### src/hdl/pcwq_pkg.sv
// Shared types, constants and helpers of the per-channel weight quantizer.
// No dependencies; used by every pcwq module and by the top level.
package pcwq_pkg;

  localparam int ROW_MAX = 32;
  localparam int IDX_W   = (ROW_MAX > 1) ? $clog2(ROW_MAX) : 1;
  localparam int CNT_W   = $clog2(ROW_MAX + 1);
  localparam int ADDR_W  = IDX_W + 1;            // bank bit on top of row index
  localparam int SUM_W   = 22;                   // signed sum of codes of one row
  localparam int DQ_W    = 49;                   // divider dividend / quotient
  localparam int DR_W    = 34;                   // divider divisor / remainder
  localparam int STEP_W  = 6;

  localparam int CFG_IDX_W = 2;
  localparam logic [CFG_IDX_W-1:0] REG_BIT_WIDTH   = 2'd0;
  localparam logic [CFG_IDX_W-1:0] REG_INPUT_SCALE = 2'd1;
  localparam logic [CFG_IDX_W-1:0] REG_INPUT_SHIFT = 2'd2;

  localparam logic [50:0] MAG_CAP = 51'd1 << 50;
  localparam logic signed [52:0] FB_MAX = 53'sh0_7FFF_FFFF_FFFF;
  localparam logic signed [52:0] FB_MIN = -53'sh0_8000_0000_0000;

  typedef struct packed {
    logic [4:0]  bit_width;
    logic [31:0] input_scale;
    logic [31:0] input_shift;
  } cfg_t;

  typedef struct packed {
    logic             bank;
    logic [CNT_W-1:0] count;
    logic [31:0]      maxabs;
    logic [31:0]      bias;
  } job_t;

  typedef struct packed {
    logic              start;
    logic [DR_W-1:0]   rem0;
    logic [DQ_W-1:0]   dvd;
    logic [DR_W-1:0]   divisor;
    logic [STEP_W-1:0] steps;
  } div_req_t;

  typedef struct packed {
    logic            done;
    logic [DQ_W-1:0] quot;
    logic [DR_W-1:0] rem;
  } div_res_t;

  typedef enum logic [4:0] {
    ST_IDLE, ST_RD, ST_MUL, ST_CGO, ST_CWAIT, ST_CEMIT,
    ST_SMUL, ST_SCGO, ST_SCWAIT, ST_AGO, ST_AWAIT,
    ST_PMUL1, ST_PMUL2, ST_FGO, ST_FWAIT, ST_MAG, ST_FB, ST_SEMIT
  } state_t;

  // largest positive code for a bit width, width clamped to 2..16
  function automatic logic [14:0] qmax_of(input logic [4:0] bw);
    logic [4:0] b;
    b = bw;
    if (b < 5'd2) b = 5'd2;
    if (b > 5'd16) b = 5'd16;
    return 15'((17'd1 << (b - 5'd1)) - 17'd1);
  endfunction

endpackage

### src/hdl/pcwq_row_buf.sv
// Two-bank row store: front writes one bank while the back replays the other.
// Depends on pcwq_pkg (address width).
module pcwq_row_buf (
  input  logic                        clk,
  input  logic                        wr_en,
  input  logic [pcwq_pkg::ADDR_W-1:0] wr_addr,
  input  logic [31:0]                 wr_data,
  input  logic                        rd_en,
  input  logic [pcwq_pkg::ADDR_W-1:0] rd_addr,
  output logic [31:0]                 rd_data
);

  logic [31:0] mem [2**pcwq_pkg::ADDR_W];

  always_ff @(posedge clk) begin
    if (wr_en) begin
      mem[wr_addr] <= wr_data;
    end
  end

  always_ff @(posedge clk) begin
    if (rd_en) begin
      rd_data <= mem[rd_addr];
    end
  end

endmodule

### config.mk
export PLATFORM = sky130hd
export DESIGN_NAME = pcwq_row_buf
export DESIGN_NICKNAME = d
export VERILOG_FILES = /design/src/hdl/pcwq_pkg.sv /design/src/hdl/pcwq_row_buf.sv
export SDC_FILE = /design/constraint.sdc
export NUM_CORES = 2
export LEC_CHECK = 0
export BUFFER_PORTS_ARGS = -buffer_cell sky130_fd_sc_hd__buf_2
export CAP_MARGIN = 20
export CORE_MARGIN = 2
export CORE_UTILIZATION = 60
export DETAILED_ROUTE_END_ITERATION = 8
export GPL_ROUTABILITY_DRIVEN = 1
export HOLD_SLACK_MARGIN = 0.12
export PLACE_DENSITY = 0.75
export SYNTH_ARGS = -nofsm -noshare
export SYNTH_HDL_FRONTEND = slang
export SYNTH_SLANG_ARGS = --single-unit
export TNS_END_PERCENT = 5
### constraint.sdc
create_clock -name clk -period 8.6 [get_ports clk]
set_clock_uncertainty 0.1 [all_clocks]
set_input_delay 1.72 -clock clk [delete_from_list [all_inputs] [get_ports clk]]
set_output_delay 1.72 -clock clk [all_outputs]
set_load 0.05 [all_outputs]
# --- After elaboration in Yosys (flattened, before gate mapping) ---
# Memory sizes are Yosys's and may differ from the RTL's. A register that Yosys moved wholly into a read port is not among the register bits.
# Index checks and enable logic that the tools add are counted.
word_totals:
  inputBits: 47
  ram_bits: 2048
  mem_count: 1
  register_bits: 0
  wordCells: 3
  output_inout_bits: 32
classes:
  muxes: 2
mem_list:
  columns: ["name", "words", "width", "read_ports", "rd_clocked_by_memory_dff", "wr", "line", "text"]
  rows:
  - ["mem", 64, 32, 1, 1, 1, "pcwq_row_buf.sv:13", "logic [31:0] mem [2**pcwq_pkg::ADDR_W];"]
ops:
  columns: ["operator", "count"]
  rows:
  - ["$mux W1", 2]

# --- Depth between registers and ports, before layout ---
depth:
  ltp_word: 2
  depth_mapped: 10
  depth_no_buf: 5

# --- Worst setup path after synthesis ---
# No wires, ideal clock.
synth_timing:
  path_kind: "input -> register"
  startpoint: "in wr_addr[3] (netlist name)"
  endpoint: "mem mem[48][0] (enable)"
  setup_ns: 0.461
  slack_ns: 3.620
  required_time_ns: 8.039
  cell_stages: 4
  arrival_time_ns: 4.419
  cell_sequence: "clkbuf_1 -> nor2b_1 -> nand4b_1 -> nor3_1"
synth_lines:
  columns: ["element", "line", "text"]
  rows:
  - ["start: declaration", "pcwq_row_buf.sv:6", "input logic [pcwq_pkg::ADDR_W-1:0] wr_addr,"]
  - ["end: declaration", "pcwq_row_buf.sv:13", null]
# Straight into the memory's write port.

==> results_dict.tcl <==
set metrics [dict create \
    status "finished, final reports clean" \
    worstSetupPathType "in -> reg" \
    ys_ff_latch 2080 \
    final_layout_size_suffix_gt1_frac 0.2886 \
    grt_busiest_layer "met2" \
    cp-end-kind "flip-flop" \
    setup_ws_ns 3.953 \
    grt_max_degree 117 \
    place_ws_ns 3.175 \
    hold_class "reg -> reg" \
    grt_pass1_vias 38520 \
    core_area_um2 131000 \
    setup.worst_path.start_class "primary input" \
    relSlewSlack 0.2532 \
    maxSlewViolCount 0 \
    design_area_um2 88390 \
    holdWs_ns 0.7508 \
    power.density_nw_per_um2 231.0 \
    syn_avg_cell_area_um2 23.72 \
    rsz0062_at_grt "no" \
    drt_iter0_drc 6360 \
    clk_latency_ns 0.83 \
    nets 3590 \
    cts_buffers 192 \
    p_leak_nw 27.43 \
    vias_per_cell 6.991 \
    dieArea_um2 134300 \
    min_period_over_period 0.5403 \
    synth_top_area_share 0.7923 \
    final_core_util 0.6750 \
    n_fill_cell 7710 \
    finalCriticalPeriod_ns 4.647 \
    maxCapViolCount 0 \
    row_count 133 \
    cts_max_level 4 \
    ys_top_cells_by_area "edfxtp_1, mux4_2, mux2i_1, o22ai_1, nor2_1" \
    drc 0 \
    setup_viol_count_final 0 \
    peakVddDrop_mv 0.2092 \
    num_vias 38180 \
    yosysWarnings 0 \
    cts_hold_buffers 0 \
    ctsResizeCount 0 \
    grt_usage 0.3034 \
    cts_tree "built" \
    cts_setup_buffers 0 \
    first_pass_iters 5 \
    die_h_um 366.5 \
    grt_overflow 0 \
    io_buffer_count 78 \
    p_total_mw 20.41 \
    pin_count 79 \
    area_growth_pct 12.13 \
    grt_first_pass_wirelength_mm 284.6 \
    cts_root_buf "clkbuf_16" \
    hpwlAfterDp_mm 105.9 \
    grt_use_met1 0.4186 \
    use_met3 0.06975 \
    setup_tns_ns 0 \
    yosysSeqAreaShare 0.7923 \
    cts.path.max_buffers 3 \
    dp.cells 5078 \
    antenna_found_initial 15 \
    worst-path-max-fanout 116 \
    worst-slew-pin-transition_ns 1.118 \
    synth_cells 3324 \
    dpl_cell_area_um2 81970 \
    ant_nets 0 \
    fmax_mhz 215.2 \
    arrival_ns 5.07 \
    routabilityCongestion 0.8324 \
    wl_per_cell_um 36.99 \
    finalHoldViolCount 0 \
    ys_types 33 \
    cts_sinks 2080 \
    clkTransAtPathRegs_ns 0.07 \
    synth_nets 3371 \
    crit_required_ns 9.03 \
    gr-usage-met2 0.4715 \
    synth_top_cell_by_area "edfxtp_1" \
    die_w_um 366.5 \
    mappedNetlistArea_um2 78840 \
    finalWirelength_mm 202.0 \
    final_cells 5461 \
    start_util 0.6020 \
]
[metal layers]
| layer | vias to the layer above | share of wire |
|---|---|---|
| met5 | - | 0.00028 |
| met4 | 12 | 0.048 |
| met3 | 475 | 0.12 |
| met2 | 2862 | 0.48 |
| met1 | 20090 | 0.35 |
| li1 | 14740 | - |
[cell type report]
type                            count  area (um2)  area share
Tap cell                         1755        2196     0.02484
Sequential cell                  2080       62460      0.7066
Clock buffer                      241        5074     0.05740
Clock inverter                    110       795.8    0.009002
Multi-Input combinational cell   1062       15970      0.1806
Timing Repair Buffer              207        1889     0.02137
Antenna cell                        6       15.01   0.0001699
[final timing paths]
kind / from / end / slack [ns] / cells past startpoint
max: rd_addr[1] / rd_data[2] / 3.95 / 7
max reg2reg: mem[24][10] / rd_data[10] / 5.87 / 4
min reg2reg: mem[28][4] / rd_data[4] / 0.75 / 4
min: mem[28][4] / rd_data[4] / 0.75 / 4
[state kept, by name, summed over array words and instances (netlist names)]
name     flops
mem       2048
rd_data     32
[cell usage after synthesis]
cell / n
edfxtp_1: 2080
mux4_2: 544
nand3_1: 5
buf_1: 21
nor3_1: 7
nor2_1: 137
o22ai_1: 84
o32ai_1: 4
nand2_1: 26
or2_1: 1
nand4b_1: 1
mux2i_1: 93
clkbuf_1: 74
buf_6: 5
or2_2: 1
a41o_1: 4
nand3b_1: 5
a31oi_1: 1
a21oi_1: 62
or3b_2: 3
a22oi_1: 12
buf_2: 57
o221ai_1: 27
and3_1: 4
or2_0: 1
nor2b_1: 15
or3_1: 3
and2_1: 2
buf_4: 25
or3b_1: 2
nand4_1: 2
nand2b_1: 8
a311oi_1: 8
[worst max-delay path, stage by stage]
cell	delay, ns
buf_8	0.48
buf_12	0.67
mux4_2	0.62
o221ai_1	0.21
a21oi_1	0.27
a21oi_1	0.77
nor2_1	0.07
[cell families (layout without fill, tap and decap cells)]
| kind of cell | after synthesis | in the layout | synth area share |
|---|---|---|---|
| flip-flops | 2080 | 2080 | 0.7923 |
| multiplexers | 637 | 637 | 0.1672 |
| AO/OA/AOI/OAI | 202 | 202 | 0.01666 |
| buffers and inverters | 182 | 558 | 0.01124 |
| AND/OR/NAND/NOR | 223 | 223 | 0.01260 |
| other | 0 | 6 | 0 |
[cell usage in the layout (no fill, tap or decap), types with 3 or more instances in the layout]
| cell | Yosys | routed |
|---|---|---|
| buf_16 | 0 | 3 |
| edfxtp_1 | 2080 | 2080 |
| clkbuf_1 | 74 | 45 |
| nor2_1 | 137 | 75 |
| clkinv_1 | 0 | 58 |
| diode_2 | 0 | 6 |
| o32ai_1 | 4 | 4 |
| buf_2 | 57 | 74 |
| nor2_4 | 0 | 62 |
| bufinv_16 | 0 | 8 |
| or3_1 | 3 | 3 |
| a311oi_1 | 8 | 8 |
| mux4_2 | 544 | 544 |
| nor3_1 | 7 | 5 |
| clkinv_2 | 0 | 28 |
| o221ai_1 | 27 | 27 |
| inv_6 | 0 | 4 |
| buf_12 | 0 | 35 |
| a22oi_1 | 12 | 12 |
| nand3b_1 | 5 | 5 |
| clkinv_8 | 0 | 5 |
| buf_8 | 0 | 3 |
| nand2b_1 | 8 | 8 |
| a21oi_1 | 62 | 62 |
| nand3_1 | 5 | 5 |
| clkinvlp_4 | 0 | 4 |
| nand2_1 | 26 | 26 |
| mux2i_1 | 93 | 93 |
| o22ai_1 | 84 | 84 |
| nor2b_1 | 15 | 15 |
| or3b_2 | 3 | 3 |
| and3_1 | 4 | 4 |
| clkbuf_16 | 0 | 196 |
| buf_4 | 25 | 92 |
| a41o_1 | 4 | 4 |
[report_power, final]
part / internal, mW / total, mW / switching [mW]
sequential: 11.2 / 11.3 / 0.0430
clock: 4.42 / 8.04 / 3.62
combinational: 0.386 / 1.09 / 0.702
total: 16.0 / 20.4 / 4.37
Note: power is estimated with default switching activity, not from simulation.
