[src/hdl/pcwq_pkg.sv]
// Shared types, constants and helpers of the per-channel weight quantizer.
// No dependencies; used by every pcwq module and by the top level.
package pcwq_pkg;

  localparam int ROW_MAX = 32;
  localparam int IDX_W   = (ROW_MAX > 1) ? $clog2(ROW_MAX) : 1;
  localparam int CNT_W   = $clog2(ROW_MAX + 1);
  localparam int ADDR_W  = IDX_W + 1;            // bank bit on top of row index
  localparam int SUM_W   = 22;                   // signed sum of codes of one row
  localparam int DQ_W    = 49;                   // divider dividend / quotient
  localparam int DR_W    = 34;                   // divider divisor / remainder
  localparam int STEP_W  = 6;

  localparam int CFG_IDX_W = 2;
  localparam logic [CFG_IDX_W-1:0] REG_BIT_WIDTH   = 2'd0;
  localparam logic [CFG_IDX_W-1:0] REG_INPUT_SCALE = 2'd1;
  localparam logic [CFG_IDX_W-1:0] REG_INPUT_SHIFT = 2'd2;

  localparam logic [50:0] MAG_CAP = 51'd1 << 50;
  localparam logic signed [52:0] FB_MAX = 53'sh0_7FFF_FFFF_FFFF;
  localparam logic signed [52:0] FB_MIN = -53'sh0_8000_0000_0000;

  typedef struct packed {
    logic [4:0]  bit_width;
    logic [31:0] input_scale;
    logic [31:0] input_shift;
  } cfg_t;

  typedef struct packed {
    logic             bank;
    logic [CNT_W-1:0] count;
    logic [31:0]      maxabs;
    logic [31:0]      bias;
  } job_t;

  typedef struct packed {
    logic              start;
    logic [DR_W-1:0]   rem0;
    logic [DQ_W-1:0]   dvd;
    logic [DR_W-1:0]   divisor;
    logic [STEP_W-1:0] steps;
  } div_req_t;

  typedef struct packed {
    logic            done;
    logic [DQ_W-1:0] quot;
    logic [DR_W-1:0] rem;
  } div_res_t;

  typedef enum logic [4:0] {
    ST_IDLE, ST_RD, ST_MUL, ST_CGO, ST_CWAIT, ST_CEMIT,
    ST_SMUL, ST_SCGO, ST_SCWAIT, ST_AGO, ST_AWAIT,
    ST_PMUL1, ST_PMUL2, ST_FGO, ST_FWAIT, ST_MAG, ST_FB, ST_SEMIT
  } state_t;

  // largest positive code for a bit width, width clamped to 2..16
  function automatic logic [14:0] qmax_of(input logic [4:0] bw);
    logic [4:0] b;
    b = bw;
    if (b < 5'd2) b = 5'd2;
    if (b > 5'd16) b = 5'd16;
    return 15'((17'd1 << (b - 5'd1)) - 17'd1);
  endfunction

endpackage

[src/hdl/pcwq_div.sv]
// Restoring divider, one quotient bit per cycle, shared by all divisions.
// Depends on pcwq_pkg (div_req_t, div_res_t).
module pcwq_div (
  input  logic               clk,
  input  logic               rst,
  input  pcwq_pkg::div_req_t req,
  output pcwq_pkg::div_res_t res
);

  logic [pcwq_pkg::DR_W-1:0]   rem;
  logic [pcwq_pkg::DQ_W-1:0]   dvd;
  logic [pcwq_pkg::DQ_W-1:0]   quot;
  logic [pcwq_pkg::DR_W-1:0]   divisor;
  logic [pcwq_pkg::STEP_W-1:0] cnt;
  logic                        busy;
  logic                        done;
  logic [pcwq_pkg::DR_W:0]     trial;
  logic                        ge;

  assign trial = {rem, dvd[pcwq_pkg::DQ_W-1]};
  assign ge    = trial >= {1'b0, divisor};

  always_ff @(posedge clk) begin
    if (rst) begin
      busy <= 1'b0;
      done <= 1'b0;
      cnt  <= '0;
    end else begin
      done <= 1'b0;
      if (req.start) begin
        busy <= 1'b1;
        cnt  <= req.steps;
      end else if (busy) begin
        cnt <= cnt - 1'b1;
        if (cnt == pcwq_pkg::STEP_W'(1)) begin
          busy <= 1'b0;
          done <= 1'b1;
        end
      end
    end
  end

  always_ff @(posedge clk) begin
    if (req.start) begin
      rem     <= req.rem0;
      dvd     <= req.dvd;
      divisor <= req.divisor;
      quot    <= '0;
    end else if (busy) begin
      rem  <= ge ? pcwq_pkg::DR_W'(trial - {1'b0, divisor}) : trial[pcwq_pkg::DR_W-1:0];
      quot <= {quot[pcwq_pkg::DQ_W-2:0], ge};
      dvd  <= {dvd[pcwq_pkg::DQ_W-2:0], 1'b0};
    end
  end

  assign res.done = done;
  assign res.quot = quot;
  assign res.rem  = rem;

endmodule

[config.mk]
export PLATFORM = sky130hd
export DESIGN_NAME = pcwq_div
export DESIGN_NICKNAME = d
export VERILOG_FILES = /design/src/hdl/pcwq_pkg.sv /design/src/hdl/pcwq_div.sv
export SDC_FILE = /design/constraint.sdc
export NUM_CORES = 1
export LEC_CHECK = 0
export BUFFER_PORTS_ARGS = -buffer_cell sky130_fd_sc_hd__buf_2
export CORE_MARGIN = 2
export CORE_UTILIZATION = 55
export DETAILED_ROUTE_END_ITERATION = 10
export PLACE_DENSITY = 0.79
export SLEW_MARGIN = 5
export SYNTH_ARGS = -nofsm -noshare
export SYNTH_HDL_FRONTEND = slang
export SYNTH_SLANG_ARGS = --single-unit
[constraint.sdc]
create_clock -name clk -period 3.8 [get_ports clk]
set_clock_uncertainty 0.2 [all_clocks]
set_input_delay 0.38 -clock clk [delete_from_list [all_inputs] [get_ports clk]]
set_output_delay 0.38 -clock clk [all_outputs]
set_load 0.005 [all_outputs]
# == After elaboration in Yosys (flattened, before gate mapping) ==
# Index checks and enable logic that the tools add are counted.
# Widths: inputs -> output; s select.
# totals
word_cells,25
ff_bits,174
output_inout_bits,84
inputBits,126
# op_classes
n_bitwise,1
add_sub_neg,2
reduce_logical,2
n_mux,11
magnitude_cmp,1
n_eq_ne,1
# op_table
cell,count
$mux 34,3
$mux 49,2
$ge 35x34->1,1
$sub 34x34->34,1
$mux 6,2
$eq 6x1->1 const B,1
$sub 6x1->6 const B,1
$mux 1,4
$reduce_or 3->1,1
$reduce_bool 2->1,1
$not 1->1,1

# == Depth between registers and ports, before layout ==
# depth
ltp_word,4
mapped_depth,13
depth_no_buf,11

# == Worst setup path after synthesis ==
# Ideal clock, no wire load.
# synth_timing
path_type,reg-to-reg
startpoint,register dvd[48] in the netlist's numbering
endpoint,"register rem[30] in the netlist's numbering, data pin"
required_time_ns,3.339
path_buffers,0
arrival_ns,2.538
period_less_slack_ns,2.999
setup_ns,0.261
path_stages_with_launch,12
slack_ns,0.801
cell_sequence,edfxtp_1 > inv_1 > ha_1 > fa_1 > and2b_1 > o2111ai_2 > a21oi_2 > o31ai_4 > o41ai_2 > a311o_1 > nand3_1 > a221o_1
# synth_between
elab_chain_len,4
word_cells_on_any_way,5
cone_classes,add/sub: 1; order compare: 1; mux: 3
# synth_rtl
item,line,rtl
start: declaration,pcwq_div.sv:11,logic [pcwq_pkg::DQ_W-1:0] dvd;
start signal: assignment,pcwq_div.sv:46,dvd <= req.dvd;
start signal: assignment,pcwq_div.sv:52,"dvd <= {dvd[pcwq_pkg::DQ_W-2:0], 1'b0};"
$sub 34x34->34 / $ge 35x34->1 (equally long branches),"pcwq_div.sv:50, pcwq_div.sv:21",
$mux 34 (*),pcwq_div.sv:50,"rem <= ge ? pcwq_pkg::DR_W'(trial - {1'b0, divisor}) : trial[pcwq_pkg::DR_W-1:0];"
$mux 34 (*),pcwq_div.sv:49,end else if (busy) begin
$mux 34 (*),pcwq_div.sv:44,if (req.start) begin
end signal: assignment,pcwq_div.sv:45,rem <= req.rem0;
end signal: assignment,pcwq_div.sv:50,
end: declaration,pcwq_div.sv:10,logic [pcwq_pkg::DR_W-1:0] rem;
# Mark *: on every way between the ends. The rest lies on a longest branch, timed or not. The select of a mux whose other input is x is not followed.
# A chain may end at the register's enable or synchronous reset.

# == Worst setup path in the final report ==
# layout_timing
startpoint,register rem[7] in the netlist's numbering
endpoint,"register rem[13] in the netlist's numbering, data pin"
# layout_between
elab_chain_len,4
word_cells_on_any_way,5
cone_classes,add/sub: 1; order compare: 1; mux: 3
# layout_rtl
item,line
$sub 34x34->34 / $ge 35x34->1 (equally long branches),"pcwq_div.sv:50, pcwq_div.sv:21"
$mux 34 (*),pcwq_div.sv:50
$mux 34 (*),pcwq_div.sv:49
$mux 34 (*),pcwq_div.sv:44
# Marks and branches as above.

==> impl_summary.md <==
Run status
The run finished with clean final reports.

Power
The part of the total power dissipated in the clock network is 0.274. The share of total power dissipated in combinational logic is 0.351. The worst-case IR drop observed on VDD is 0.384 mV. Summed over all cells, the static leakage comes to 4.88 nW. Of the total power, registers draw 0.375. Power spread over the standard cell area amounts to 571 nW/um2. For this design the total switching power over the nets is 2.27 mW. The design internal power is 4.23 mW. The fraction of power spent switching nets is 0.349.

Floorplanning
The starting density of the core is 0.558. The floorplan step defined a die boundary enclosing 17,700 um2. The core region is 16,400 um2. The die boundary height is 133 um. The floorplan has 47 rows.

The horizontal die dimension is 133 um. During I/O placement, the number of pins put on the boundary was 210.

CTS
After clock tree synthesis, the clock-pin slew on the worst setup and hold paths is 70 ps. The post-cts repair resize count is 0. The deepest level of the CTS H-tree is 4. The number of setup buffers added after CTS is 0.

The longest clock path from root to sink contains 2 buffers. TritonCTS built the clock tree. For the worst-skew pair, the clock arrives at the later sink with an insertion delay of 440 ps. The total number of clock tree sinks is 174.

The CTS buffer count is 17. The cell sitting at the root of the clock tree is a sky130_fd_sc_hd__clkbuf_16. The number of hold buffers added after cts is 40.

Min path
The worst hold path was traced through 2 stages. For hold timing, the worst endpoint is cnt[1]. The worst hold path begins at rst. The type of the most critical hold path is in -> reg.

Worst setup path
Setup slack on the worst reg-to-reg path comes out at 250 ps. STA classifies the critical path endpoint as a register. The signal on the critical path passes through ha_1 -> a21oi_1 -> o21ai_1 -> nor2_1 -> a21oi_2 -> a31o_2 -> a21oi_4 -> buf_4 -> nor3b_1 -> a221oi_1. The data arrival time of the critical path is 3510 ps.

The biggest cell delay along the critical path is 620 ps. The number of cells on the worst reg-to-reg path is 10. The data required time of the worst path is 3760 ps. In this run the critical register-to-register path is captured at rem[13].

The largest fanout of any net on the critical path is 24. The type of origin of the critical path is a register. The slowest cell on the critical path is sky130_fd_sc_hd__a21oi_4. The worst setup path category is reg -> reg.

The worst register-to-register path begins at rem[7].

Routing
The met3 routed wirelength is 1.38 mm. Using the TritonRoute via totals, the vias-per-cell ratio works out to 5.41. The highest routing layer actually used is met4. After detailed routing, the wire length on met1 is 9.18 mm.

Before antenna repair, the detailed router went through 5 iterations. In this run, the number of DRC markers left after iteration 0 of detailed routing was 451. Detailed routing inserted a total of 6,913 vias. The post-detailed-route wirelength per cell is 16.6 um. The count of nets left with antenna violations once routing finished came out at 0.

The post-route DRC violation count is 0. The routed length on met2 is 10.4 mm. The total wirelength of the detailed-routed design is 21.2 mm.

Timing
The post-route fraction of the period consumed by the critical path is 0.934. Measured against its own limit, the worst slew margin works out to 0.437. The setup total negative slack is 0 ps.

The clock period could shrink to 3550 ps. The count of endpoints failing hold in the final timing report is 0. The smallest setup slack after layout is 250 ps.

Static timing analysis puts the maximum clock frequency at 282 MHz. At the pin with the least slew margin, the transition time is 845 ps. The max-slew violation count is 0.

The count of endpoints failing setup in the final report is 0. Setup repair after global routing left no endpoint under its margin.

Run
The tool flagged a number of max-cap violations equal to 0.

Synth
The per-instance average area after synthesis is 11.3 um2. Of the post-synthesis cell area, the dominant cell type holds 0.384. The synthesized netlist contains 66 unique library cells.

After synthesis, the share of flip-flops with an asynchronous set or reset is 0. The share of synthesized area occupied by flip-flops and latches is 0.508. Yosys printed 0 warnings. In this run, synthesis inferred 117 flip-flops with an integrated enable. Synthesis inferred 174 register bits. By area the synthesized netlist is led by sky130_fd_sc_hd__edfxtp_1, sky130_fd_sc_hd__dfxtp_1, sky130_fd_sc_hd__mux2_2, sky130_fd_sc_hd__mux2i_1, sky130_fd_sc_hd__ha_1. Counting instances in the post-synthesis netlist gives the leading cell types as sky130_fd_sc_hd__edfxtp_1, sky130_fd_sc_hd__nor2_1, sky130_fd_sc_hd__dfxtp_1, sky130_fd_sc_hd__mux2i_1, sky130_fd_sc_hd__mux2_2. The total nets after synthesis is 971.

After technology mapping, the gate count stands at 808. The netlist area before placement is 9160 um2. Of all cell types, the one taking the most synthesized area is sky130_fd_sc_hd__edfxtp_1. The most used flip-flop cell after synthesis is sky130_fd_sc_hd__edfxtp_1. In the post-synthesis netlist, the cell with the most instances is sky130_fd_sc_hd__edfxtp_1.

GRT
The global-route usage over all layers is 0.240. The first global-routing pass estimated 33.5 mm of wire. The number of antenna violations at the first check in global routing is 2. The via count of the first global-routing pass came to 6,802. For this run the aggregate overflow at the end of global routing stands at 0.

The maximum number of pins on one net before global-route repair is 126.

Cells and area
The final layout contains 1,205 nets. In the final layout, the share of cells above drive strength 1 is 0.315. The count of filler cells inserted in the layout is 1,212.

The area growth from synthesis to layout is 24.2%.

Placed design
After legalization and detailed placement, the total HPWL measured 14.8 mm. The count of buffers added on input and output ports is 209. The minimum setup slack after placement is 290 ps.

Routability-driven placement finished with a final weighted congestion of 0.907.
-- how the worst max path moves through the flow --
stage	startpoint	endpoint	slack [ps]
final	rem[7]	rem[13]	250
after global routing	rem[7]	rem[13]	20
after CTS	rem[7]	rem[13]	270
after detailed placement	rem[15]	rem[13]	290
after global placement	rem[17]	rem[13]	340
after floorplan	dvd[48]	rem[30]	800
-- flip-flops by register name (all words and copies together) (netlist names) --
name,count
dvd,49
quot,49
divisor,34
rem,34
cnt,6
busy,1
done,1
-- power groups by stage --
| stage | Sequential, mW | Combinational [mW] | Clock, mW |
|---|---|---|---|
| after floorplan | 2.46 | 1.65 | 0 |
| after global placement | 2.46 | 2.21 | 0 |
| after CTS | 2.44 | 2.27 | 1.81 |
| after detailed placement | 2.48 | 2.22 | 0 |
| final | 2.44 | 2.28 | 1.78 |
| after global routing | 2.47 | 2.51 | 1.87 |
-- per-stage QoR --
| stage | total power, mW | utilization | hold WS, ps | instances | cell area [um2] |
|---|---|---|---|---|---|
| 5_1_grt | 6.85 | 0.693 | 18.3 | 1277 | 11400 |
| 2_1_floorplan | 4.11 | - | 279 | 808 | 9160 |
| 6_report | 6.50 | 0.693 | 23.9 | 1277 | 11400 |
| 4_1_cts | 6.52 | 0.693 | 5.94 | 1275 | 11400 |
| 3_5_place_dp | 4.70 | 0.633 | 288 | 1203 | 10400 |
| 3_3_place_gp | 4.68 | 0.633 | 273 | 1203 | 10400 |
-- placed cells by master, fill, tap and decap left out, types with 10 or more instances in the layout --
master                          Yosys  final
sky130_fd_sc_hd__nand3b_1          17     17
sky130_fd_sc_hd__nor2_1            80     80
sky130_fd_sc_hd__buf_4              2     11
sky130_fd_sc_hd__xor2_1            14     14
sky130_fd_sc_hd__buf_2              8    208
sky130_fd_sc_hd__xnor2_1           21     21
sky130_fd_sc_hd__mux2i_1           52     52
sky130_fd_sc_hd__o311ai_2          10     10
sky130_fd_sc_hd__dlygate4sd3_1      0     40
sky130_fd_sc_hd__inv_1             46     46
sky130_fd_sc_hd__nand4_1           14     14
sky130_fd_sc_hd__a221o_1           11     11
sky130_fd_sc_hd__nand2_1           47     47
sky130_fd_sc_hd__edfxtp_1         117    117
sky130_fd_sc_hd__mux2_2            50     50
sky130_fd_sc_hd__a21oi_1           48     48
sky130_fd_sc_hd__dfxtp_1           57     56
sky130_fd_sc_hd__ha_1              36     36
sky130_fd_sc_hd__o21ai_0           16     16
sky130_fd_sc_hd__clkbuf_16          0     17
-- critical path: cells and delay by family (launching register included) --
kind	cells	cell delay, ps
AOI/OAI and AO/OA	6	1510
DFF	1	420
buffers and inverters	1	350
and+or+nand+nor	2	370
adders and majority gates	1	420
-- logic make-up (layout without fill, tap and decap cells) --
logic type | count (synthesis) | in the layout | share of synthesized area
simple gates | 216 | 216 | 0.118
flops | 174 | 174 | 0.508
compound gates | 151 | 151 | 0.128
mux | 102 | 102 | 0.118
buf+inv | 93 | 340 | 0.0433
fa+ha+maj | 37 | 37 | 0.0514
xor+xnor | 35 | 35 | 0.0335
other cells | 0 | 2 | 0
-- routing by layer --
| layer | track usage | vias to the layer above |
|---|---|---|
| met5 | 0 | - |
| met4 | 0.0651 | 0 |
| met3 | 0.0713 | 27 |
| met2 | 0.405 | 199 |
| met1 | 0.302 | 3254 |
| li1 | - | 3433 |
-- layout make-up --
| class | instances | area [um2] | share of cell area |
|---|---|---|---|
| flip-flops and latches | 174 | 4660 | 0.409 |
| multi-input cells | 541 | 4120 | 0.362 |
| repair buffers | 261 | 1560 | 0.137 |
| clock buffers | 18 | 429 | 0.0377 |
| well taps | 220 | 275 | 0.0242 |
| inverters | 47 | 176 | 0.0155 |
| clock inverters | 14 | 161 | 0.0142 |
| diodes | 2 | 5.00 | 0.000440 |
Power figures use the tool's default switching activity.
