File: src/hdl/pcwq_pkg.sv
// Shared types, constants and helpers of the per-channel weight quantizer.
// No dependencies; used by every pcwq module and by the top level.
package pcwq_pkg;

  localparam int ROW_MAX = 32;
  localparam int IDX_W   = (ROW_MAX > 1) ? $clog2(ROW_MAX) : 1;
  localparam int CNT_W   = $clog2(ROW_MAX + 1);
  localparam int ADDR_W  = IDX_W + 1;            // bank bit on top of row index
  localparam int SUM_W   = 22;                   // signed sum of codes of one row
  localparam int DQ_W    = 49;                   // divider dividend / quotient
  localparam int DR_W    = 34;                   // divider divisor / remainder
  localparam int STEP_W  = 6;

  localparam int CFG_IDX_W = 2;
  localparam logic [CFG_IDX_W-1:0] REG_BIT_WIDTH   = 2'd0;
  localparam logic [CFG_IDX_W-1:0] REG_INPUT_SCALE = 2'd1;
  localparam logic [CFG_IDX_W-1:0] REG_INPUT_SHIFT = 2'd2;

  localparam logic [50:0] MAG_CAP = 51'd1 << 50;
  localparam logic signed [52:0] FB_MAX = 53'sh0_7FFF_FFFF_FFFF;
  localparam logic signed [52:0] FB_MIN = -53'sh0_8000_0000_0000;

  typedef struct packed {
    logic [4:0]  bit_width;
    logic [31:0] input_scale;
    logic [31:0] input_shift;
  } cfg_t;

  typedef struct packed {
    logic             bank;
    logic [CNT_W-1:0] count;
    logic [31:0]      maxabs;
    logic [31:0]      bias;
  } job_t;

  typedef struct packed {
    logic              start;
    logic [DR_W-1:0]   rem0;
    logic [DQ_W-1:0]   dvd;
    logic [DR_W-1:0]   divisor;
    logic [STEP_W-1:0] steps;
  } div_req_t;

  typedef struct packed {
    logic            done;
    logic [DQ_W-1:0] quot;
    logic [DR_W-1:0] rem;
  } div_res_t;

  typedef enum logic [4:0] {
    ST_IDLE, ST_RD, ST_MUL, ST_CGO, ST_CWAIT, ST_CEMIT,
    ST_SMUL, ST_SCGO, ST_SCWAIT, ST_AGO, ST_AWAIT,
    ST_PMUL1, ST_PMUL2, ST_FGO, ST_FWAIT, ST_MAG, ST_FB, ST_SEMIT
  } state_t;

  // largest positive code for a bit width, width clamped to 2..16
  function automatic logic [14:0] qmax_of(input logic [4:0] bw);
    logic [4:0] b;
    b = bw;
    if (b < 5'd2) b = 5'd2;
    if (b > 5'd16) b = 5'd16;
    return 15'((17'd1 << (b - 5'd1)) - 17'd1);
  endfunction

endpackage

File: src/hdl/pcwq_front.sv
// Intake: stores weights, tracks the row's largest magnitude and queues
// closed rows for the back end. Depends on pcwq_pkg (job_t, sizes).
module pcwq_front (
  input  logic                        clk,
  input  logic                        rst,
  input  logic                        s_axis_tvalid,
  output logic                        s_axis_tready,
  input  logic [63:0]                 s_axis_tdata,
  input  logic                        s_axis_tlast,
  output logic                        wr_en,
  output logic [pcwq_pkg::ADDR_W-1:0] wr_addr,
  output logic [31:0]                 wr_data,
  output logic                        job_valid,
  output pcwq_pkg::job_t              job,
  input  logic                        job_pop
);

  logic [pcwq_pkg::CNT_W-1:0] row_count;
  logic [31:0]                max_magnitude;
  logic                       bank;
  pcwq_pkg::job_t             q_mem [2];
  logic                       q_wr;
  logic                       q_rd;
  logic [1:0]                 q_cnt;

  logic        accept;
  logic        stored;
  logic [31:0] w;
  logic [31:0] wm;
  logic [31:0] max_next;
  logic [pcwq_pkg::CNT_W-1:0] count_next;
  logic        push;

  assign s_axis_tready = q_cnt != 2'd2;
  assign accept   = s_axis_tvalid && s_axis_tready;
  assign w        = s_axis_tdata[31:0];
  assign wm       = w[31] ? 32'(32'd0 - w) : w;
  assign stored   = row_count < pcwq_pkg::CNT_W'(pcwq_pkg::ROW_MAX);
  assign max_next = (stored && wm > max_magnitude) ? wm : max_magnitude;
  assign count_next = stored ? row_count + 1'b1 : row_count;
  assign push     = accept && s_axis_tlast;

  assign wr_en   = accept && stored;
  assign wr_addr = {bank, row_count[pcwq_pkg::IDX_W-1:0]};
  assign wr_data = w;

  always_ff @(posedge clk) begin
    if (rst) begin
      row_count     <= '0;
      max_magnitude <= '0;
      bank          <= 1'b0;
      q_wr          <= 1'b0;
      q_rd          <= 1'b0;
      q_cnt         <= '0;
    end else begin
      if (accept) begin
        if (s_axis_tlast) begin
          row_count     <= '0;
          max_magnitude <= '0;
          bank          <= ~bank;
          q_wr          <= ~q_wr;
        end else begin
          row_count     <= count_next;
          max_magnitude <= max_next;
        end
      end
      if (job_pop) q_rd <= ~q_rd;
      q_cnt <= q_cnt + 2'(push) - 2'(job_pop);
    end
  end

  always_ff @(posedge clk) begin
    if (push) begin
      q_mem[q_wr] <= '{bank: bank, count: count_next, maxabs: max_next,
                       bias: s_axis_tdata[63:32]};
    end
  end

  assign job_valid = q_cnt != 2'd0;
  assign job       = q_mem[q_rd];

endmodule

File: config.mk
export PLATFORM = sky130hd
export DESIGN_NAME = pcwq_front
export DESIGN_NICKNAME = d
export VERILOG_FILES = /design/src/hdl/pcwq_pkg.sv /design/src/hdl/pcwq_front.sv
export SDC_FILE = /design/constraint.sdc
export NUM_CORES = 1
export LEC_CHECK = 0
export BUFFER_PORTS_ARGS = -buffer_cell sky130_fd_sc_hd__buf_2
export CORE_MARGIN = 5
export CORE_UTILIZATION = 46
export CTS_BUF_LIST = sky130_fd_sc_hd__clkbuf_4 sky130_fd_sc_hd__clkbuf_8
export CTS_CLUSTER_DIAMETER = 40
export DETAILED_ROUTE_END_ITERATION = 8
export PLACE_DENSITY = 0.7
export SLEW_MARGIN = 20
export SYNTH_ARGS = -nofsm -noshare
export SYNTH_HDL_FRONTEND = slang
export SYNTH_SLANG_ARGS = --single-unit
File: constraint.sdc
create_clock -name clk -period 5.31 [get_ports clk]
set_clock_uncertainty 0.1 [all_clocks]
set_input_delay 0.2655 -clock clk [delete_from_list [all_inputs] [get_ports clk]]
set_output_delay 0.2655 -clock clk [all_outputs]
set_load 0.1 [all_outputs]
# Word-level counts from Yosys, hierarchy flattened
# Memories as Yosys holds them, arrays and structs flattened. A register that Yosys moved wholly into a read port is not among the register bits.
# Index checks and enable logic that the tools add are counted.
[op_classes]
mux = 9
order_cmp = 2
n_eq_ne = 1
bitwise_logic = 3
n_reduce_logical = 6
addsub = 4
[op_table]
columns = ["operator", "n"]
rows = [
  ["32-bit two-way mux", 3],
  ["32-bit greater-than comparator", 1],
  ["1-bit by 32-bit subtractor with 32-bit output, first input constant", 1],
  ["6-bit two-way mux", 2],
  ["6-bit by 1-bit adder with 6-bit output, second input constant", 1],
  ["6-bit less-than comparator, second input constant", 1],
  ["1-bit logical AND", 4],
  ["1-bit two-way mux", 4],
  ["1-bit inverter", 3],
  ["2-bit by 1-bit adder with 2-bit output", 1],
  ["2-bit != test, second input constant", 1],
  ["2-bit AND reduction", 1],
  ["2-bit nonzero test", 1],
  ["2-bit by 1-bit subtractor with 2-bit output", 1],
]
[totals]
ff_bits = 43
in_bits = 69
output_inout_bits = 112
n_memories = 1
wordCells = 32
mem_bits_rw = 142
[mem_list]
columns = ["name", "words", "width", "read_ports", "rd_clocked_by_memory_dff", "write_ports", "line", "source"]
rows = [
  ["q_mem", 2, 71, 1, 1, 1, "pcwq_front.sv:21", "pcwq_pkg::job_t q_mem [2];"],
]

# Depth between registers and ports, before layout
# Gate-level depths: netlist of run 1.
[logic_depth]
word_depth = 6
mapped_depth = 15
mapped_depth_nobuf = 14

# Worst setup path before layout of run 1
# OpenSTA, ideal clock, no wires.
[synth_path]
kind = "register to register"
start = "reg q_cnt[0]"
end = "mem q_mem[0][0] in the netlist's numbering (enable)"
path_slack_ns = 0.144
period_less_slack_ns = 5.166
stages_incl_launch_ff = 5
t_required_ns = 4.709
setup_time_ns = 0.501
n_path_buf = 0
arrival_time_ns = 4.565
path_cell_list = "dfxtp_1 -> nand2b_1 -> and2_1 -> nand2_1 -> nor2_1"
[synth_between]
elab_chain_cells = 5
[synth_lines]
columns = ["element", "line", "source"]
rows = [
  ["from (decl)", "pcwq_front.sv:24", "logic [1:0] q_cnt;"],
  ["from (signal assigned)", "pcwq_front.sv:68", "q_cnt <= q_cnt + 2'(push) - 2'(job_pop);"],
  ["2-bit != test", "pcwq_front.sv:34", "assign s_axis_tready = q_cnt != 2'd2;"],
  ["via s_axis_tready", "pcwq_front.sv:7", "output logic s_axis_tready,"],
  ["1-bit logical AND", "pcwq_front.sv:35", "assign accept = s_axis_tvalid && s_axis_tready;"],
  ["1-bit logical AND", "pcwq_front.sv:41", "assign push = accept && s_axis_tlast;"],
  ["1-bit two-way mux", "pcwq_front.sv:73", "if (push) begin"],
  ["1-bit two-way mux (not written as such)", "pcwq_front.sv:74", "q_mem[q_wr] <= '{bank: bank, count: count_next, maxabs: max_next,"],
  ["to (decl)", "pcwq_front.sv:21", ""],
]
# The timed path passes the listed nets, and every way through them passes these cells.

# Worst setup path after layout of run 1
[layout_path]
start = "in s_axis_tdata[4]"
end = "mem q_mem[1][47] in the netlist's numbering (data pin)"
[layout_between]
elab_chain_cells = 5
[layout_lines]
columns = ["element", "line", "source"]
rows = [
  ["from (decl)", "pcwq_front.sv:8", "input logic [63:0] s_axis_tdata,"],
  ["1-bit by 32-bit subtractor with 32-bit output", "pcwq_front.sv:37", "assign wm = w[31] ? 32'(32'd0 - w) : w;"],
  ["32-bit two-way mux (*)", "pcwq_front.sv:37", ""],
  ["32-bit greater-than comparator", "pcwq_front.sv:39", "assign max_next = (stored && wm > max_magnitude) ? wm : max_magnitude;"],
  ["1-bit logical AND", "pcwq_front.sv:39", ""],
  ["32-bit two-way mux (*)", "pcwq_front.sv:39", ""],
  ["via max_next[15]", "pcwq_front.sv:30", "logic [31:0] max_next;"],
]
# The timed path passes the listed nets; every way through them passes the cells marked *.

==> results.yml, run 1 <==
outcome:
  status: "complete, no violations"
floorplanning:
  core_area_um2: 19500
  dieArea_um2: 22700
  die_y_um: 151
  initial_utilization_pct: 46.7
  fp.dieW_um: 151
  fp-row-count: 51
  io_pins: 181
setup_path:
  path_class: "in -> reg"
  worst_setup_path_start_kind: "primary input"
  critPathMaxFanout: 24
  reg2reg_setup_slack_ns: 1.96
  cp.arrival_ns: 4.83
  cp-end-kind: "flop"
  crit_required_ns: 5.50
cells_and_area:
  final_nets: 984
  drive_above_1_share_pct: 35.7
  final_core_util_pct: 55.2
  mostFrequentLayoutCell: "buf_2"
  antennaDiodeCount: 0
  nFillCells: 1611
  final_cell_mix: "buf_2, edfxtp_1, mux2_2"
  areaGrowthSynthToFinish_pct: 18.1
  stdcell_count: 1157
timing:
  grt_setup_unrepaired: "no"
  slew_violations: 0
  period_minus_slack_ns: 4.64
  final-hold-violation-count: 0
  setup_violations: 0
  post-route-period-util_pct: 87.3
  slew_headroom_pct: 29.1
  worstMarginPinSlew_ns: 1.06
  timing.fmax_ghz: 0.216
  setup_tns_ns: 0
detailed_routing:
  final_antenna_net_count: 0
  routedWlPerCell_um: 16.8
  first_pass_iters: 4
  drc: 0
  vias: 5900
  wirelength_um: 19400
  drt_iter0_drc: 258
  wl_met1_um: 9100
  vias_per_cell: 5.10
  maxUsedRoutingLayer: "met4"
  wl_met3_um: 1130
  wl_met2_um: 8950
power:
  power_mw: 3.87
  p_leak_nw: 4.13
  power.density_nw_per_um2: 360
  peakVddDrop_mv: 0.156
global_route:
  grt_pass1_wl_um: 30600
  grt_usage_pct: 17.3
  grt_overflow: 0
  grt_pass1_vias: 5980
  grt_antenna_before_repair: 0
  grt_max_degree: 72
placement:
  gp_congestion: 0.817
  dp_hpwl_um: 12700
  port_buffers: 180
  placed_cells: 1092
logic_synthesis:
  synth_top_area_share_pct: 46.9
  netlist_instances: 703
  synth_edf_count: 142
  yosys.cell_types.count: 57
  avgSynthCellArea_um2: 12.9
  synthArstFlopShare_pct: 0
  yosysSeqAreaShare_pct: 56.6
  synthTopCellsByArea: "edfxtp_1, dfxtp_1, mux2_2"
  ys_ff_latch: 186
  synth_warnings: 0
  synth_area_um2: 9100
  synthFlopType: "edfxtp_1"
  syn_nets: 808
  synth_area_leader_cell: "edfxtp_1"
worst_hold_path:
  hold_path.class: "in -> reg"
cts:
  worstSkewPairLatency_ns: 0.47
  path_clk_slew_ns: 0.10
  cts-root-buf: "clkbuf_8"
  post-cts-setup-buffers: 0
  cts_buffer_depth: 2
  clock-sinks: 186
  cts_tree: "done"
  cts_buffers: 17
  htree_levels: 4
run:
  maxCapViolations: 0
timing repair:
action	in CTS	in global routing
endpoints found under the setup margin	0	0
resized for setup	0	0
hold endpoints to repair	66	0
hold buffers	33	0
logic make-up (layout without fill, tap and decap cells):
| group | Yosys count | after routing | synth area share [%] |
|---|---|---|---|
| flip-flops | 186 | 186 | 56.6 |
| buffers and inverters | 130 | 319 | 7.01 |
| AND/OR/NAND/NOR | 119 | 119 | 7.04 |
| multiplexers | 104 | 104 | 12.4 |
| AO/OA/AOI/OAI | 90 | 90 | 8.09 |
| XOR/XNOR | 38 | 38 | 3.91 |
| adder cells (fa/ha/maj) | 36 | 36 | 4.95 |
final timing paths:
path	from	end	cells after the start
worst max-delay path	s_axis_tdata[4]	q_mem[1][47]	15
worst min-delay path	s_axis_tdata[21]	max_magnitude[21]	3
worst max register to register	max_magnitude[11]	q_mem[0][47]	10
worst min register to register	q_rd	flop	2
area by class of cell:
class	count	area, um^2	area share, %
sequential	186	5150	47.9
multi-input combinational	387	3350	31.2
timing repair buffer	221	1320	12.2
tap	265	332	3.08
clock buffer	20	256	2.39
inverter	66	248	2.31
clock inverter	12	92.6	0.861
worst max-delay path, cell delays in order:
cell	delay, ns
buf_2	0.13
nor4_2	0.39
nand3b_1	0.32
or4_4	0.54
o41a_1	0.37
xnor2_2	0.19
inv_1	0.07
ha_1	0.29
nand4_1	0.12
nor4_1	0.40
a21oi_1	0.12
o31a_1	0.21
nor2_4	0.78
buf_4	0.37
mux2i_1	0.26
registers in the layout, summed over array words and instances, names as in the netlist, named ones only:
name,flops
row_count,6
q_cnt,2
bank,1
q_wr,1
max_magnitude,32
q_rd,1
q_mem,142
power by group:
group	leakage, nW	total (mW)	internal [mW]	switching, mW
sequential	1.66	1.74	1.69	0.0457
clock	0.172	0.865	0.345	0.520
combinational	2.30	1.27	0.300	0.967
total	4.13	3.87	2.33	1.53
per-stage QoR:
step | cell area (um^2) | worst slack, ns | hold slack [ns]
CTS | 10700 | 0.697 | 0.0487
detailed placement | 10100 | 0.198 | 0.357
floorplan | 9100 | 0.144 | 0.264
global placement | 10100 | 0.284 | 0.352
global route | 10700 | 0.345 | 0.0751
finish | 10700 | 0.673 | 0.0764
Yosys cell counts (4+ instances only):
cell	number
nand2_1	18
xnor2_1	21
mux2_2	73
or3_1	4
o31ai_1	5
buf_4	38
buf_2	6
mux2i_1	31
a21o_1	4
xor2_1	14
nor2_1	49
nor4_1	4
nand4_1	8
a21oi_1	14
edfxtp_1	142
or4_4	4
clkbuf_1	18
o21ai_0	9
o2bb2ai_1	32
dfxtp_1	44
nor2b_1	4
ha_1	36
nand3_1	7
inv_1	65
metal layers:
layer  vias to the layer above  track usage [%]
li1                       2875                -
met5                         -                0
met1                      2826             23.6
met2                       181             28.3
met3                        18             3.34
met4                         0             4.62
No activity file was read; power rests on OpenSTA's default activity.
==> run 2: changes to the inputs <==
--- a/config.mk
+++ b/config.mk
@@ -5,13 +5,14 @@
 export SDC_FILE = /design/constraint.sdc
 export NUM_CORES = 1
 export LEC_CHECK = 0
+export ABC_AREA = 1
 export BUFFER_PORTS_ARGS = -buffer_cell sky130_fd_sc_hd__buf_2
 export CORE_MARGIN = 5
 export CORE_UTILIZATION = 46
 export CTS_BUF_LIST = sky130_fd_sc_hd__clkbuf_4 sky130_fd_sc_hd__clkbuf_8
 export CTS_CLUSTER_DIAMETER = 40
 export DETAILED_ROUTE_END_ITERATION = 8
-export PLACE_DENSITY = 0.7
+export PLACE_DENSITY = 0.69
 export SLEW_MARGIN = 20
 export SYNTH_ARGS = -nofsm -noshare
 export SYNTH_HDL_FRONTEND = slang
==> results.yml, run 2 <==
outcome:
  status: "complete, no violations"
logic_synthesis:
  yosys-mux-area-fraction_pct: 8.35
  synth_edf_count: 142
  synth-xor-area-share_pct: 1.83
  synth-simple-area-share_pct: 18.6
  synth_compound_area_share_pct: 3.79
  synth_top_area_share_pct: 44.6
  yosys-top-cells-count: "nand2_1, edfxtp_1, inv_1"
  synthAdderAreaFrac_pct: 4.71
  synth_warnings: 0
  synthFlopType: "edfxtp_1"
  avgSynthCellArea_um2: 9.90
  synthTopCellsByArea: "edfxtp_1, dfxtp_1, mux2_2"
  synth_area_um2: 9570
  yosysSeqAreaShare_pct: 53.8
  netlist_instances: 967
  yosysMostFrequentCell: "nand2_1"
  synth_top_family_by_area: "simple AND/OR/NAND/NOR gates"
  synth_area_leader_cell: "edfxtp_1"
  ys_ff_latch: 186
  yosys.cell_types.count: 35
  synthArstFlopShare_pct: 0
  syn_nets: 1072
detailed_routing:
  first_pass_iters: 5
  drc: 0
  drt_iter0_drc: 509
  wirelength_um: 22200
  vias_per_cell: 5.08
  routedWlPerCell_um: 15.7
  vias: 7199
  final_antenna_net_count: 0
cells_and_area:
  largest_reg_flops: 142
  drive_above_1_share_pct: 26.5
  nFillCells: 1813
  reg_top3: "q_mem (142), max_magnitude (32), row_count (6)"
  stdcell_count: 1416
  final_core_util_pct: 54.9
  mostFrequentLayoutCell: "nand2_1"
  top_register: "q_mem"
  final_nets: 1238
  antennaDiodeCount: 0
  areaGrowthSynthToFinish_pct: 16.8
  final_cell_mix: "nand2_1, buf_2, edfxtp_1"
setup_path:
  reg2regPathDepth: 10
  worst_setup_path_start_kind: "primary input"
  cp.arrival_ns: 3.37
  path_class: "in -> reg"
  cp-end-kind: "flop"
  crit_required_ns: 5.43
  reg2reg_setup_slack_ns: 2.71
  r2r-end: "q_mem[0][58]"
  critPathMaxFanout: 32
  r2r_start: "max_magnitude[7]"
  crit_start: "s_axis_tdata[0]"
floorplanning:
  die_y_um: 154
  core_area_um2: 20400
  io_pins: 181
  fp.dieW_um: 154
  initial_utilization_pct: 47.0
  fp-row-count: 52
  dieArea_um2: 23800
timing:
  setup_tns_ns: 0
  period_minus_slack_ns: 3.25
  timing.final.ws_setup_ns: 2.06
  final-hold-violation-count: 0
  worstMarginPinSlew_ns: 1.04
  timing.fmax_ghz: 0.308
  slew_headroom_pct: 30.5
  grt_setup_unrepaired: "no"
  slew_violations: 0
  setup_violations: 0
  post-route-period-util_pct: 61.1
placement:
  dp_hpwl_um: 14700
  placed_cells: 1351
  gp_congestion: 0.874
  port_buffers: 180
  dp_slack_ns: 1.55
cts:
  clock-sinks: 186
  post-cts-setup-buffers: 0
  cts_tree: "done"
  cts-root-buf: "clkbuf_8"
  worstSkewPairLatency_ns: 0.48
  cts_buffer_depth: 2
  path_clk_slew_ns: 0.10
  cts_buffers: 17
  htree_levels: 4
global_route:
  grt_max_degree: 73
  grt_overflow: 0
  grt_usage_pct: 18.6
  grt_antenna_before_repair: 0
  grt_pass1_wl_um: 35700
  grt_pass1_vias: 7220
worst_hold_path:
  holdCritStartpoint: "s_axis_tdata[0]"
  hold_path.class: "in -> reg"
  hold_end: "max_magnitude[0]"
  min_path_cells: 5
power:
  power_mw: 3.93
  p_leak_nw: 4.65
  clkPwrFrac_pct: 23.8
  seqPwrFrac_pct: 44.2
  switchingPower_mw: 1.59
  power.share.combinational_pct: 32.0
  peakVddDrop_mv: 0.143
  p_int_mw: 2.34
  p_sw_share_pct: 40.5
  power.density_nw_per_um2: 352
run:
  maxCapViolations: 0
==> run 2: area by class of cell <==
type | count | area (um^2) | area share, %
flip-flops and latches | 186 | 5150 | 46.1
clock inverters | 15 | 170 | 1.52
inverters | 113 | 424 | 3.79
clock buffers | 17 | 234 | 2.09
well taps | 270 | 338 | 3.02
multi-input cells | 596 | 3590 | 32.1
repair buffers | 219 | 1280 | 11.4
==> run 2: kinds of logic (layout without fill, tap and decap cells) <==
| kind of cell | count (synthesis) | count (layout) |
|---|---|---|
| and+or+nand+nor | 401 | 401 |
| DFF | 186 | 186 |
| AOI/OAI and AO/OA | 68 | 68 |
| xor gates and xnor gates | 20 | 20 |
| buffers and inverters | 185 | 364 |
| muxes | 71 | 71 |
| adders and majority gates | 36 | 36 |
==> run 2: worst max path at each step <==
stage | to | slack (ns)
finish | q_mem[0][58] | 2.06
CTS | q_mem[0][58] | 2.07
floorplan | q_mem[1][0] | 0.22
detailed placement | q_mem[1][42] | 1.55
global placement | q_mem[0][52] | 1.60
global route | q_mem[0][61] | 1.71
==> run 2: layer usage <==
metal	vias to the layer above	share of wire [%]	track usage, %
met5	-	0	0
met4	0	1.6	6.31
met3	30	6.0	3.24
met2	253	49	32.6
met1	3382	44	23.4
li1	3534	-	-
==> run 2: per-stage QoR <==
stage                     instance area (um^2)  hold slack, ns
final                                    11200           0.234
after global routing                     11200           0.251
after global placement                   10400           0.352
after CTS                                11200           0.219
after detailed placement                 10400           0.357
after floorplan                           9570           0.264
==> run 2: timing repair <==
action	CTS	global route
hold buffers	33	0
gates resized for setup	0	0
endpoints found under the hold margin	66	0
==> run 2: power by group through the flow <==
stage	Clock [mW]	Combinational [mW]	Sequential (mW)
after floorplan	0	1.06	1.75
after global placement	0	1.23	1.77
after detailed placement	0	1.24	1.77
after CTS	0.962	1.27	1.74
after global routing	1.01	1.35	1.75
final	0.937	1.26	1.74
==> run 2: worst max-delay path: stages <==
cell	delay, ns
buf_2	0.11
inv_1	0.14
ha_1	0.18
nand3_1	0.13
nor2_2	0.17
nand3_1	0.09
nand2_1	0.22
xor2_1	0.24
inv_1	0.07
ha_1	0.27
nand2_1	0.05
nor2_1	0.15
nand2_1	0.09
nor2_1	0.17
a21oi_2	0.09
nand2_2	0.59
nand2_1	0.13
and2_1	0.19
